[src/hdl/assert_macros.svh]
// ----------------------------------------------------------------------------
// Assertion macros
// Shared concurrent assertion forms. They compile to nothing when SYNTH is set.
// ----------------------------------------------------------------------------
`ifndef ASSERT_MACROS_SVH
`define ASSERT_MACROS_SVH

`ifndef SYNTH
// Same-cycle implication, disabled during reset
`define ASSERT_IMPLY(lbl, ck, rn, ante, cons, msg) \
  lbl: assert property (@(posedge ck) disable iff (!rn) (ante) |-> (cons)) \
    else $error(msg);
// Next-cycle implication, disabled during reset
`define ASSERT_NEXT(lbl, ck, rn, ante, cons, msg) \
  lbl: assert property (@(posedge ck) disable iff (!rn) (ante) |=> (cons)) \
    else $error(msg);
`else
`define ASSERT_IMPLY(lbl, ck, rn, ante, cons, msg)
`define ASSERT_NEXT(lbl, ck, rn, ante, cons, msg)
`endif

`endif

[src/hdl/ptmr_pkg.sv]
// ----------------------------------------------------------------------------
// ptmr_pkg
// Types, constants and helpers of the resampling tap accumulator.
// ----------------------------------------------------------------------------
package ptmr_pkg;

  localparam int LANES      = 4;
  localparam int OUT_FIELDS = 4;
  localparam int SAMP_W     = 8;
  localparam int PIX_W      = 8;
  localparam int WGT_W      = 16;
  localparam int PROD_W     = WGT_W + SAMP_W + 1;
  localparam int ACC_W      = 32;
  localparam int PREC_W     = 4;
  localparam int CHAN_W     = 3;
  localparam int CFG_IDX_W  = 2;
  localparam int CFG_DATA_W = 8;

  localparam logic [PREC_W-1:0]    PRECISION_RESET = PREC_W'(12);
  localparam logic [CHAN_W-1:0]    CHANNELS_RESET  = CHAN_W'(3);
  localparam logic [PIX_W-1:0]     PIX_MAX         = PIX_W'(255);
  localparam logic [CFG_IDX_W-1:0] REG_PRECISION   = CFG_IDX_W'(0);
  localparam logic [CFG_IDX_W-1:0] REG_CHANNELS    = CFG_IDX_W'(1);

  typedef struct packed {
    logic [SAMP_W-1:0]       sample0;
    logic [SAMP_W-1:0]       sample1;
    logic [SAMP_W-1:0]       sample2;
    logic [SAMP_W-1:0]       sample3;
    logic signed [WGT_W-1:0] weight;
    logic                    last_tap;
  } in_t;

  typedef struct packed {
    logic [PIX_W-1:0] pixel0;
    logic [PIX_W-1:0] pixel1;
    logic [PIX_W-1:0] pixel2;
    logic [PIX_W-1:0] pixel3;
  } out_t;

  // Per-lane controls driven by the top level pipeline
  typedef struct packed {
    logic load;  // tap transfer into the product stage
    logic adv;   // product stage moves into the accumulator
    logic last;  // product stage holds the final tap of a pixel
  } lane_ctl_t;

  // Rounding offset 2^(precision-1), zero for precision zero
  function automatic logic [ACC_W-1:0] round_offset(input logic [PREC_W-1:0] prec);
    logic [ACC_W-1:0] r;
    r = '0;
    if (prec != '0) begin
      r = ACC_W'(1) << (prec - PREC_W'(1));
    end
    return r;
  endfunction

  localparam logic [ACC_W-1:0] ROUND_RESET = round_offset(PRECISION_RESET);

endpackage

[src/hdl/ptmr_lane.sv]
// ----------------------------------------------------------------------------
// ptmr_lane
// One channel lane: registered sample-by-weight product, then a 32-bit
// wrapping accumulator that hands its sum on at the last tap and reloads.
// ----------------------------------------------------------------------------
module ptmr_lane
  import ptmr_pkg::*;
(
  input  logic                    clk,
  input  logic                    rst_n,
  input  lane_ctl_t               ctl,
  input  logic [SAMP_W-1:0]       sample,
  input  logic signed [WGT_W-1:0] weight,
  input  logic [ACC_W-1:0]        offset,
  output logic [ACC_W-1:0]        sum
);

  logic signed [PROD_W-1:0] prod_r;
  logic [ACC_W-1:0]         acc_r;
  logic [ACC_W-1:0]         sum_r;
  logic [ACC_W-1:0]         acc_add;

  always_ff @(posedge clk) begin
    if (ctl.load) begin
      prod_r <= weight * $signed({1'b0, sample});
    end
  end

  assign acc_add = acc_r + ACC_W'(prod_r);

  always_ff @(posedge clk) begin
    if (!rst_n) begin
      acc_r <= ROUND_RESET;
    end else if (ctl.adv) begin
      acc_r <= ctl.last ? offset : acc_add;
    end
  end

  // hold the finished sum for the output stage
  always_ff @(posedge clk) begin
    if (ctl.adv && ctl.last) begin
      sum_r <= acc_add;
    end
  end

  assign sum = sum_r;

endmodule

[src/hdl/ptmr_merge.sv]
// ----------------------------------------------------------------------------
// ptmr_merge
// Merge stage: shift and clamp each lane sum, blank unused lanes and
// register the pixel for the output transfer.
// ----------------------------------------------------------------------------
module ptmr_merge
  import ptmr_pkg::*;
(
  input  logic              clk,
  input  logic              rst_n,
  input  logic              load,
  input  logic              out_ready,
  input  logic [PREC_W-1:0] precision,
  input  logic [CHAN_W-1:0] channel_count,
  input  logic [ACC_W-1:0]  sums [LANES],
  output logic              out_valid,
  output out_t              out_data
);

  logic             out_valid_r;
  logic             out_valid_nxt;
  out_t             out_data_r;
  logic [PIX_W-1:0] pix [OUT_FIELDS];

  for (genvar i = 0; i < OUT_FIELDS; i++) begin : g_pix
    if (i < LANES) begin : g_used
      logic [ACC_W-1:0] shifted;
      assign shifted = sums[i] >> precision;
      always_comb begin
        pix[i] = '0;
        if (CHAN_W'(i) < channel_count && !sums[i][ACC_W-1]) begin
          pix[i] = (|shifted[ACC_W-1:PIX_W]) ? PIX_MAX : shifted[PIX_W-1:0];
        end
      end
    end else begin : g_none
      assign pix[i] = '0;
    end
  end

  assign out_valid_nxt = load || (out_valid_r && !out_ready);

  always_ff @(posedge clk) begin
    if (!rst_n) begin
      out_valid_r <= 1'b0;
    end else begin
      out_valid_r <= out_valid_nxt;
    end
  end

  always_ff @(posedge clk) begin
    if (load) begin
      out_data_r <= '{pixel0: pix[0], pixel1: pix[1], pixel2: pix[2], pixel3: pix[3]};
    end
  end

  assign out_valid = out_valid_r;
  assign out_data  = out_data_r;

endmodule

[src/hdl/pixel_tap_mac_resampler_core.sv]
// A last tap's pixel passes the product, sum and output registers in turn before it shows on out_data.
// Throughput: one tap per cycle; each lane has one multiplier and one 32-bit adder.
// A held output stalls input only when a last tap waits behind a full sum stage.
// Reset (rst_n, synchronous, active low): precision 12, channel count 3,
// accumulators at 2048, pipeline and output empty.
// ----------------------------------------------------------------------------
// pixel_tap_mac_resampler_core
// Resampling tap accumulator: LANES parallel multiply-accumulate lanes
// followed by a merge stage that shifts, clamps and emits one pixel.
// ----------------------------------------------------------------------------
`include "assert_macros.svh"

module pixel_tap_mac_resampler_core
  import ptmr_pkg::*;
(
  input  logic                  clk,
  input  logic                  rst_n,
  // tap input
  input  logic                  in_valid,
  output logic                  in_ready,
  input  in_t                   in_data,
  // pixel output
  output logic                  out_valid,
  input  logic                  out_ready,
  output out_t                  out_data,
  // register writes
  input  logic                  cfg_valid,
  output logic                  cfg_ready,
  input  logic [CFG_IDX_W-1:0]  cfg_index,
  input  logic [CFG_DATA_W-1:0] cfg_data
);

  // Configuration registers
  logic [PREC_W-1:0] precision_r;
  logic [CHAN_W-1:0] channel_count_r;

  // Pipeline control: S1 product stage, S2 holds a finished sum
  logic s1_valid_r, s1_valid_nxt;
  logic s1_last_r;
  logic s2_valid_r, s2_valid_nxt;
  logic in_xfer;
  logic s1_move;
  logic s2_ready;
  logic s3_ready;
  logic s2_load;
  logic s3_load;

  logic [ACC_W-1:0]  offset;
  logic [ACC_W-1:0]  sums    [LANES];
  logic [SAMP_W-1:0] samples [OUT_FIELDS];
  lane_ctl_t         lane_ctl;

  // Register writes are always taken; unknown indexes are dropped
  assign cfg_ready = 1'b1;

  always_ff @(posedge clk) begin
    if (!rst_n) begin
      precision_r     <= PRECISION_RESET;
      channel_count_r <= CHANNELS_RESET;
    end else if (cfg_valid) begin
      unique case (cfg_index)
        REG_PRECISION: precision_r     <= cfg_data[PREC_W-1:0];
        REG_CHANNELS:  channel_count_r <= cfg_data[CHAN_W-1:0];
        default: ;
      endcase
    end
  end

  // Ready chain: a non-last tap always drains into the accumulators;
  // a last tap needs the sum stage, which needs the output register.
  assign s3_ready = !out_valid || out_ready;
  assign s2_ready = !s2_valid_r || s3_ready;
  assign s1_move  = !s1_last_r || s2_ready;
  assign in_ready = !s1_valid_r || s1_move;
  assign in_xfer  = in_valid && in_ready;
  assign s2_load  = s1_valid_r && s1_last_r && s2_ready;
  assign s3_load  = s2_valid_r && s3_ready;

  assign s1_valid_nxt = in_xfer || (s1_valid_r && !s1_move);
  assign s2_valid_nxt = s2_load || (s2_valid_r && !s3_ready);

  always_ff @(posedge clk) begin
    if (!rst_n) begin
      s1_valid_r <= 1'b0;
      s2_valid_r <= 1'b0;
    end else begin
      s1_valid_r <= s1_valid_nxt;
      s2_valid_r <= s2_valid_nxt;
    end
  end

  always_ff @(posedge clk) begin
    if (in_xfer) begin
      s1_last_r <= in_data.last_tap;
    end
  end

  // Reload value follows the current precision
  assign offset = round_offset(precision_r);

  assign lane_ctl = '{load: in_xfer, adv: s1_valid_r && s1_move, last: s1_last_r};

  assign samples[0] = in_data.sample0;
  assign samples[1] = in_data.sample1;
  assign samples[2] = in_data.sample2;
  assign samples[3] = in_data.sample3;

  // One multiply-accumulate lane per channel
  for (genvar i = 0; i < LANES; i++) begin : g_lane
    ptmr_lane u_lane (
      .clk    (clk),
      .rst_n  (rst_n),
      .ctl    (lane_ctl),
      .sample (samples[i]),
      .weight (in_data.weight),
      .offset (offset),
      .sum    (sums[i])
    );
  end

  // Shift, clamp and register the pixel
  ptmr_merge u_merge (
    .clk           (clk),
    .rst_n         (rst_n),
    .load          (s3_load),
    .out_ready     (out_ready),
    .precision     (precision_r),
    .channel_count (channel_count_r),
    .sums          (sums),
    .out_valid     (out_valid),
    .out_data      (out_data)
  );

  // Input stalls only behind a last tap that cannot move on
  `ASSERT_IMPLY(a_stall_cause, clk, rst_n, !in_ready, s1_valid_r && s1_last_r && !s2_ready, "input stalled without a blocked last tap")
  // A last tap leaving the product stage leaves a sum pending
  `ASSERT_NEXT(a_sum_pending, clk, rst_n, s2_load, s2_valid_r, "finished sum lost")
  // A pending sum taken by the merge stage becomes an output transfer
  `ASSERT_NEXT(a_out_load, clk, rst_n, s3_load, out_valid, "pixel not presented")
  // The sum stage waits only while the output holds a pixel that is not taken
  `ASSERT_IMPLY(a_no_overrun, clk, rst_n, s2_valid_r && !s3_ready, out_valid && !out_ready, "sum stage blocked without output stall")

endmodule

[config.mk]
export PLATFORM = sky130hd
export DESIGN_NAME = pixel_tap_mac_resampler_core
export DESIGN_NICKNAME = d
export VERILOG_FILES = /design/src/hdl/ptmr_pkg.sv /design/src/hdl/ptmr_lane.sv /design/src/hdl/ptmr_merge.sv /design/src/hdl/pixel_tap_mac_resampler_core.sv
export VERILOG_INCLUDE_DIRS = /design/src /design/src/hdl
export SDC_FILE = /design/constraint.sdc
export NUM_CORES = 2
export LEC_CHECK = 0
export BUFFER_PORTS_ARGS = -buffer_cell sky130_fd_sc_hd__buf_2
export CAP_MARGIN = 20
export CORE_UTILIZATION = 55
export DETAILED_ROUTE_END_ITERATION = 7
export PLACE_DENSITY = 0.78
export SETUP_SLACK_MARGIN = 0.05
export SYNTH_ARGS = -nofsm -noshare
export SYNTH_HDL_FRONTEND = slang
export SYNTH_SLANG_ARGS = --single-unit
[constraint.sdc]
create_clock -name clk -period 19.17 [get_ports clk]
set_input_delay 1.917 -clock clk [delete_from_list [all_inputs] [get_ports clk]]
set_output_delay 1.917 -clock clk [all_outputs]
set_load 0.1 [all_outputs]
# After elaboration in Yosys (flattened, before gate mapping)
# Index checks and enable logic that the tools add are counted.
# totals
reg_bits	399
latch_bits	0
ram_bits	0
mem_bits_ro	0
in_bits	64
output_inout_bits	35
wordCells	89
memories	0
# op_classes
addsub	5
multipliers	4
div_mod_pow	0
order_cmp	4
eq_ne	1
n_shift	5
mux	9
bitwise	0
reduce_logical	39
# ops
cell	n
$mux W32	5
$add A32 B32 Y32	4
$shr A32 B4 Y32	4
$mul A16 B9 Y25	4
$reduce_or A24 Y1	4
$mux W8	4
$shl A1 B4 Y32 const A	1
$logic_and A1 B1 Y1	13
$logic_not A1 Y1	11
$logic_or A1 B1 Y1	7
$lt A1 B3 Y1 const A	2
$lt A2 B3 Y1 const A	2
$reduce_and A2 Y1	2
$reduce_bool A4 Y1	1
$sub A4 B1 Y4 const B	1
$eq A2 B1 Y1 const B	1
$logic_not A2 Y1	1

# Logic depth before layout (Yosys ltp)
# logic_depth
word_depth	7
mapped_depth	21
depth_no_buf	20

# Hierarchy
# Synthesis repeated with hierarchy kept, for this count alone.
# unflattened
cells_unflattened	4587
hier_area_um2	43792.0
# modules_own_cells
module	instances	cells_each	area_each_um2	seq_area_each_um2
ptmr_lane (g_lane[1].u_lane)	1	1025	9671.8	2352.3
ptmr_lane (g_lane[3].u_lane)	1	1031	9541.7	2352.3
ptmr_lane (g_lane[2].u_lane)	1	1024	9450.3	2352.3
ptmr_lane (g_lane[0].u_lane)	1	973	9222.6	2352.3
ptmr_merge	1	464	5340.1	980.9
pixel_tap_mac_resampler_core	1	70	565.5	210.2

# Worst setup path before layout
# No wires, ideal clock.
# synth_path
path_kind	in2reg
startpoint	in out_ready
endpoint	reg g_lane[0].u_lane.prod_r[0] (enable)
setup_time_ns	0.621
t_arrival_ns	7.225
required_time_ns	18.549
setup_slack_ns	11.324
path_stages	3
n_path_buf	0
path_cell_list	nor2b_1 and2_1 a31oi_1
# synth_lines
element	line_no	rtl
start: declaration	pixel_tap_mac_resampler_core.sv:24	input logic out_ready,
end signal: assignment	ptmr_lane.sv:25	prod_r <= weight * $signed({1'b0, sample});
end: declaration	ptmr_lane.sv:18	logic signed [PROD_W-1:0] prod_r;

# Worst setup path in the final report
# layout_path
startpoint	in in_data[5] in the netlist's numbering
endpoint	reg g_lane[3].u_lane.prod_r[24] (data pin)
# layout_via
elab_chain_cells	1
# layout_rtl
element	line_no	rtl
start: declaration	pixel_tap_mac_resampler_core.sv:21	input in_t in_data,
$mul A16 B9 Y25	ptmr_lane.sv:25	
end signal: assignment	ptmr_lane.sv:25	
end: declaration	ptmr_lane.sv:18	
# No other way between the ends.
# A chain may end at the register's enable or synchronous reset.

==> metrics.md <==
| Metric | Value |
|---|---|
| Max Root-Sink Buffers | 3 |
| Worst R2R Start | precision_r[1]$_SDFFE_PN0P_ |
| Post-synthesis mux area share | 6.601% |
| Routed wire length per instance | around 19 um |
| Complex-gate fraction of the synthesized area | 12.58% |
| Clk_skew | about 0.031 ns |
| # nets final | 5,007 |
| Most frequent cell after synthesis | inv_1 |
| Hold_ws | around 0.47 ns |
| Xor and xnor area share after synthesis | 4.283% |
| HP Class | register to register |
| # Max-Cap Violations | 0 |
| Slowest stage delay, CP | 0.56 ns |
| FF-to-FF setup slack | roughly 15 ns |
| Detailed Routing Iterations Pass 1 | 6 |
| Die area | a little under 80,000 um^2 |
| Distinct cells, synth | 91 |
| EDFF count, synth | ~260 |
| IO buf count | 93 |
| First-pass GRT wire length | 158,500 um |
| Row Count | 100 |
| Grt ovf | 0 |
| Gate Count Post-Synth | 4,237 |
| Crit Path Class | input pin to register |
| CTS tree | yes |
| Dominant cell type by area after synthesis | fa_1 |
| CTS Sinks | 399 |
| Power density cells | 128.0 nW/um^2 |
| Max H-tree Level | 2 |
| Crit path buffers/inverters | 4 |
| Core area | 74,700 um^2 |
| Flops & latches, synth | ~400 |
| Syn_area_per_cell | 9.846 um^2 |
| Slew margin rel. | 26.60% |
| GRT Util Overall | 25.42% |
| CP Capture Type | register |
| Fillers | slightly above 6,000 |
| Required time of the worst setup path | a little under 20 ns |
| Worst slew pin tran | 1.093 ns |
| Reg clk slew, reported paths | 0.07 ns |
| Sequential share of power | about a quarter |
| Status | completed |
| CP max stage cell | buf_2 |
| Leak Pwr | between 20 and 25 nW |
| Sequential element share of the synthesized area | around a quarter |
| Antenna-violating nets left | 0 |
| Routed WL | 96,900 um |
| Largest family of logic cells by synthesized area | adder cells |
| Synth top area share | 19.77% |
| Startpoint Class | input pin |
| Post-synth ARST share | 0% |
| Area delta synth->final | 5.887% |
| Critical Path Stages | 21 |
| Synth cell count leaders | inv_1, fa_1, nand2_1 |
| Die W | 277.4 um |
| Main synth FF type | edfxtp_1 |
| Max Clk Rate | 137.3 MHz |
| Largest net degree at the start of global routing | 71 |
| Crit path arrival time | 7.59 ns |
| Initial antenna violation count | 6 |
| Overall die height | between 200 and 300 um |
| Net count of the mapped netlist | a little over 5,000 |
| Vias in the first global route | 30,300 |
| Post-DP HPWL | 74,060 um |
| Synth Area in Simple Gates | 13.55% |
| Worst flop-to-flop path endpoint | u_merge.out_data[19]$_SDFFCE_PN0P_ |
| Sw Ratio | 43.44% |
| Peak supply drop | slightly below 0.07 mV |
| Worst Setup EP | g_lane[3].u_lane.prod_r[24]$_DFFE_PP_ |
| Max FO, Critical Path | 32 |
| Clock Latency Late Sink | 0.56 ns |
| R2r worst-path depth | 9 |
| Hold-fix buffers, CTS | 0 |
| Final worst-path cycle share | 38.00% |
| Starting DRT DRC Count | 2,469 |
| Top delay family on crit path | adder cells |
| Max-slew violations | 0 |
| Initial Util | 55.85% |
| Vias per cell | 5.848 |
| Final min period | 7.285 ns |
| Synth area leaders | fa_1, edfxtp_1, ha_1 |
| Setup TNS | 0 ns |
| Synthesis Warnings | 0 |
| Mapped Area | 41,720 um^2 |
| Count of final setup violators | 0 |
| # DRC | 0 |
| CP cell instances | buf_2 -> nand2_1 -> fa_1 -> inv_1 -> ha_1 -> ha_1 -> inv_1 -> fa_1 -> inv_1 -> ha_1 -> fa_1 -> a21o_1 -> a21oi_1 -> nor2b_1 -> o211a_1 -> o41ai_1 -> a211oi_1 -> o21ai_0 -> o21ai_0 -> a21oi_1 -> xnor2_1 |
| Cts bufs inserted | 39 |
| Sw Pwr | between 0.002 and 0.0025 W |
| Resize count post-CTS | 0 |
| RSZ-0062 raised after global routing | no |
| Post-Synth Adder-Cell Area | 29.55% |
| Internal power | about 0.0032 W |
| Clk network pwr share | 15.2% |
| Comb pwr share | 59.7% |
| Final hold violations | 0 |
| CTS root buf | clkbuf_16 |
| Critical Path Source | in_data[5] |
| Fraction of layout cells with a size suffix above 1 | 7.460% |
| Via count | about 30,000 |
| I/O pin count | 99 |
| Post-CTS Setup Repair Bufs | 0 |
| GPL Wtd Cong | around 0.94 |
area by class of cell:
type                       count  area, um^2  share of cell area (%)
multi-input combinational   2995       27820                   62.99
antenna                        3       7.507                 0.01699
timing repair buffer         114       623.1                   1.411
sequential                   399       10610                   24.02
inverter                     656        2465                   5.580
clock inverter                19       321.6                  0.7279
clock buffer                  53        1110                   2.512
tap                          969        1212                   2.745
cell families after synthesis:
| family | Yosys count |
|---|---|
| fa+ha+maj | 738 |
| xor+xnor | 204 |
| buf+inv | 843 |
| other cells | 1 |
| simple gates | 1144 |
| flops | 399 |
| mux | 142 |
| compound gates | 766 |
power groups by stage:
stage	clock network [W]	registers (W)	logic, W
2_1_floorplan	0	0.00137	0.00257
3_3_place_gp	0	0.00143	0.00322
3_5_place_dp	0	0.00143	0.00333
4_1_cts	0.000868	0.00142	0.00335
5_1_grt	0.000899	0.00143	0.00380
6_report	0.000857	0.00142	0.00338
registers in the layout (all words and copies together), names as in the netlist, 3 cells and up:
| register | cells |
|---|---|
| g_lane.u_lane.prod_r | 100 |
| u_merge.out_data | 32 |
| g_lane.u_lane.acc_r | 128 |
| channel_count_r | 3 |
| g_lane.u_lane.sum | 128 |
| precision_r | 4 |
how the worst min path moves through the flow:
| stage | from | to | slack (ns) | cells past startpoint |
|---|---|---|---|---|
| final | g_lane[0].u_lane.acc_r[30]$_SDFFE_PN0P_ | g_lane[0].u_lane.acc_r[30]$_SDFFE_PN0P_ | 0.47 | 2 |
| after global routing | g_lane[0].u_lane.acc_r[30]$_SDFFE_PN0P_ | g_lane[0].u_lane.acc_r[30]$_SDFFE_PN0P_ | 0.49 | 2 |
| after CTS | g_lane[0].u_lane.acc_r[30]$_SDFFE_PN0P_ | g_lane[0].u_lane.acc_r[30]$_SDFFE_PN0P_ | 0.47 | 2 |
| after detailed placement | g_lane[2].u_lane.acc_r[30]$_SDFFE_PN0P_ | g_lane[2].u_lane.acc_r[30]$_SDFFE_PN0P_ | 0.47 | 1 |
| after global placement | g_lane[3].u_lane.acc_r[30]$_SDFFE_PN0P_ | g_lane[3].u_lane.acc_r[30]$_SDFFE_PN0P_ | 0.46 | 2 |
| after floorplan | g_lane[0].u_lane.acc_r[30]$_SDFFE_PN0P_ | g_lane[0].u_lane.acc_r[30]$_SDFFE_PN0P_ | 0.43 | 2 |
per-stage QoR:
stage	utilization, %	instance area [um^2]	worst slack (ns)	std cells	total power (W)
2_1_floorplan	-	41720	11.32	4237	0.003944
3_3_place_gp	57.21	42730	11.58	5133	0.004647
3_5_place_dp	57.21	42730	11.46	5133	0.004760
4_1_cts	59.13	44170	12.02	5205	0.005631
5_1_grt	59.13	44170	11.53	5207	0.006129
6_report	59.14	44170	11.89	5208	0.005652
cell usage in the layout (no fill, tap or decap), types with 22 or more instances in the layout:
cell / count
buf_2: 93
o21a_1: 56
a31oi_1: 23
xor2_1: 61
edfxtp_1: 261
nand2b_1: 22
xnor2_1: 143
nand3_1: 44
o21ai_0: 99
a22o_1: 60
fa_1: 412
mux4_2: 87
a211oi_1: 28
mux2i_1: 35
inv_1: 654
ha_1: 326
dfxtp_1: 134
a21oi_1: 202
a21o_1: 108
clkbuf_16: 40
nor2_1: 213
nor3_1: 58
and2_1: 289
nand2_1: 358
nor2b_1: 49
a221oi_1: 47
per-layer routing:
layer,GRT usage (%),vias to the layer above,wire length [um]
met4,6.952,8,2393
met1,36.12,15040,43810
met5,0,-,45
met3,3.411,147,6422
li1,-,14280,-
met2,40.86,984,44230
tightest hold or removal path, stage by stage, from the launching register on:
cell,delay (ns)
dfxtp_1,0.32
nand2_1,0.05
nand3_1,0.05
Power figures use the tool's default switching activity.
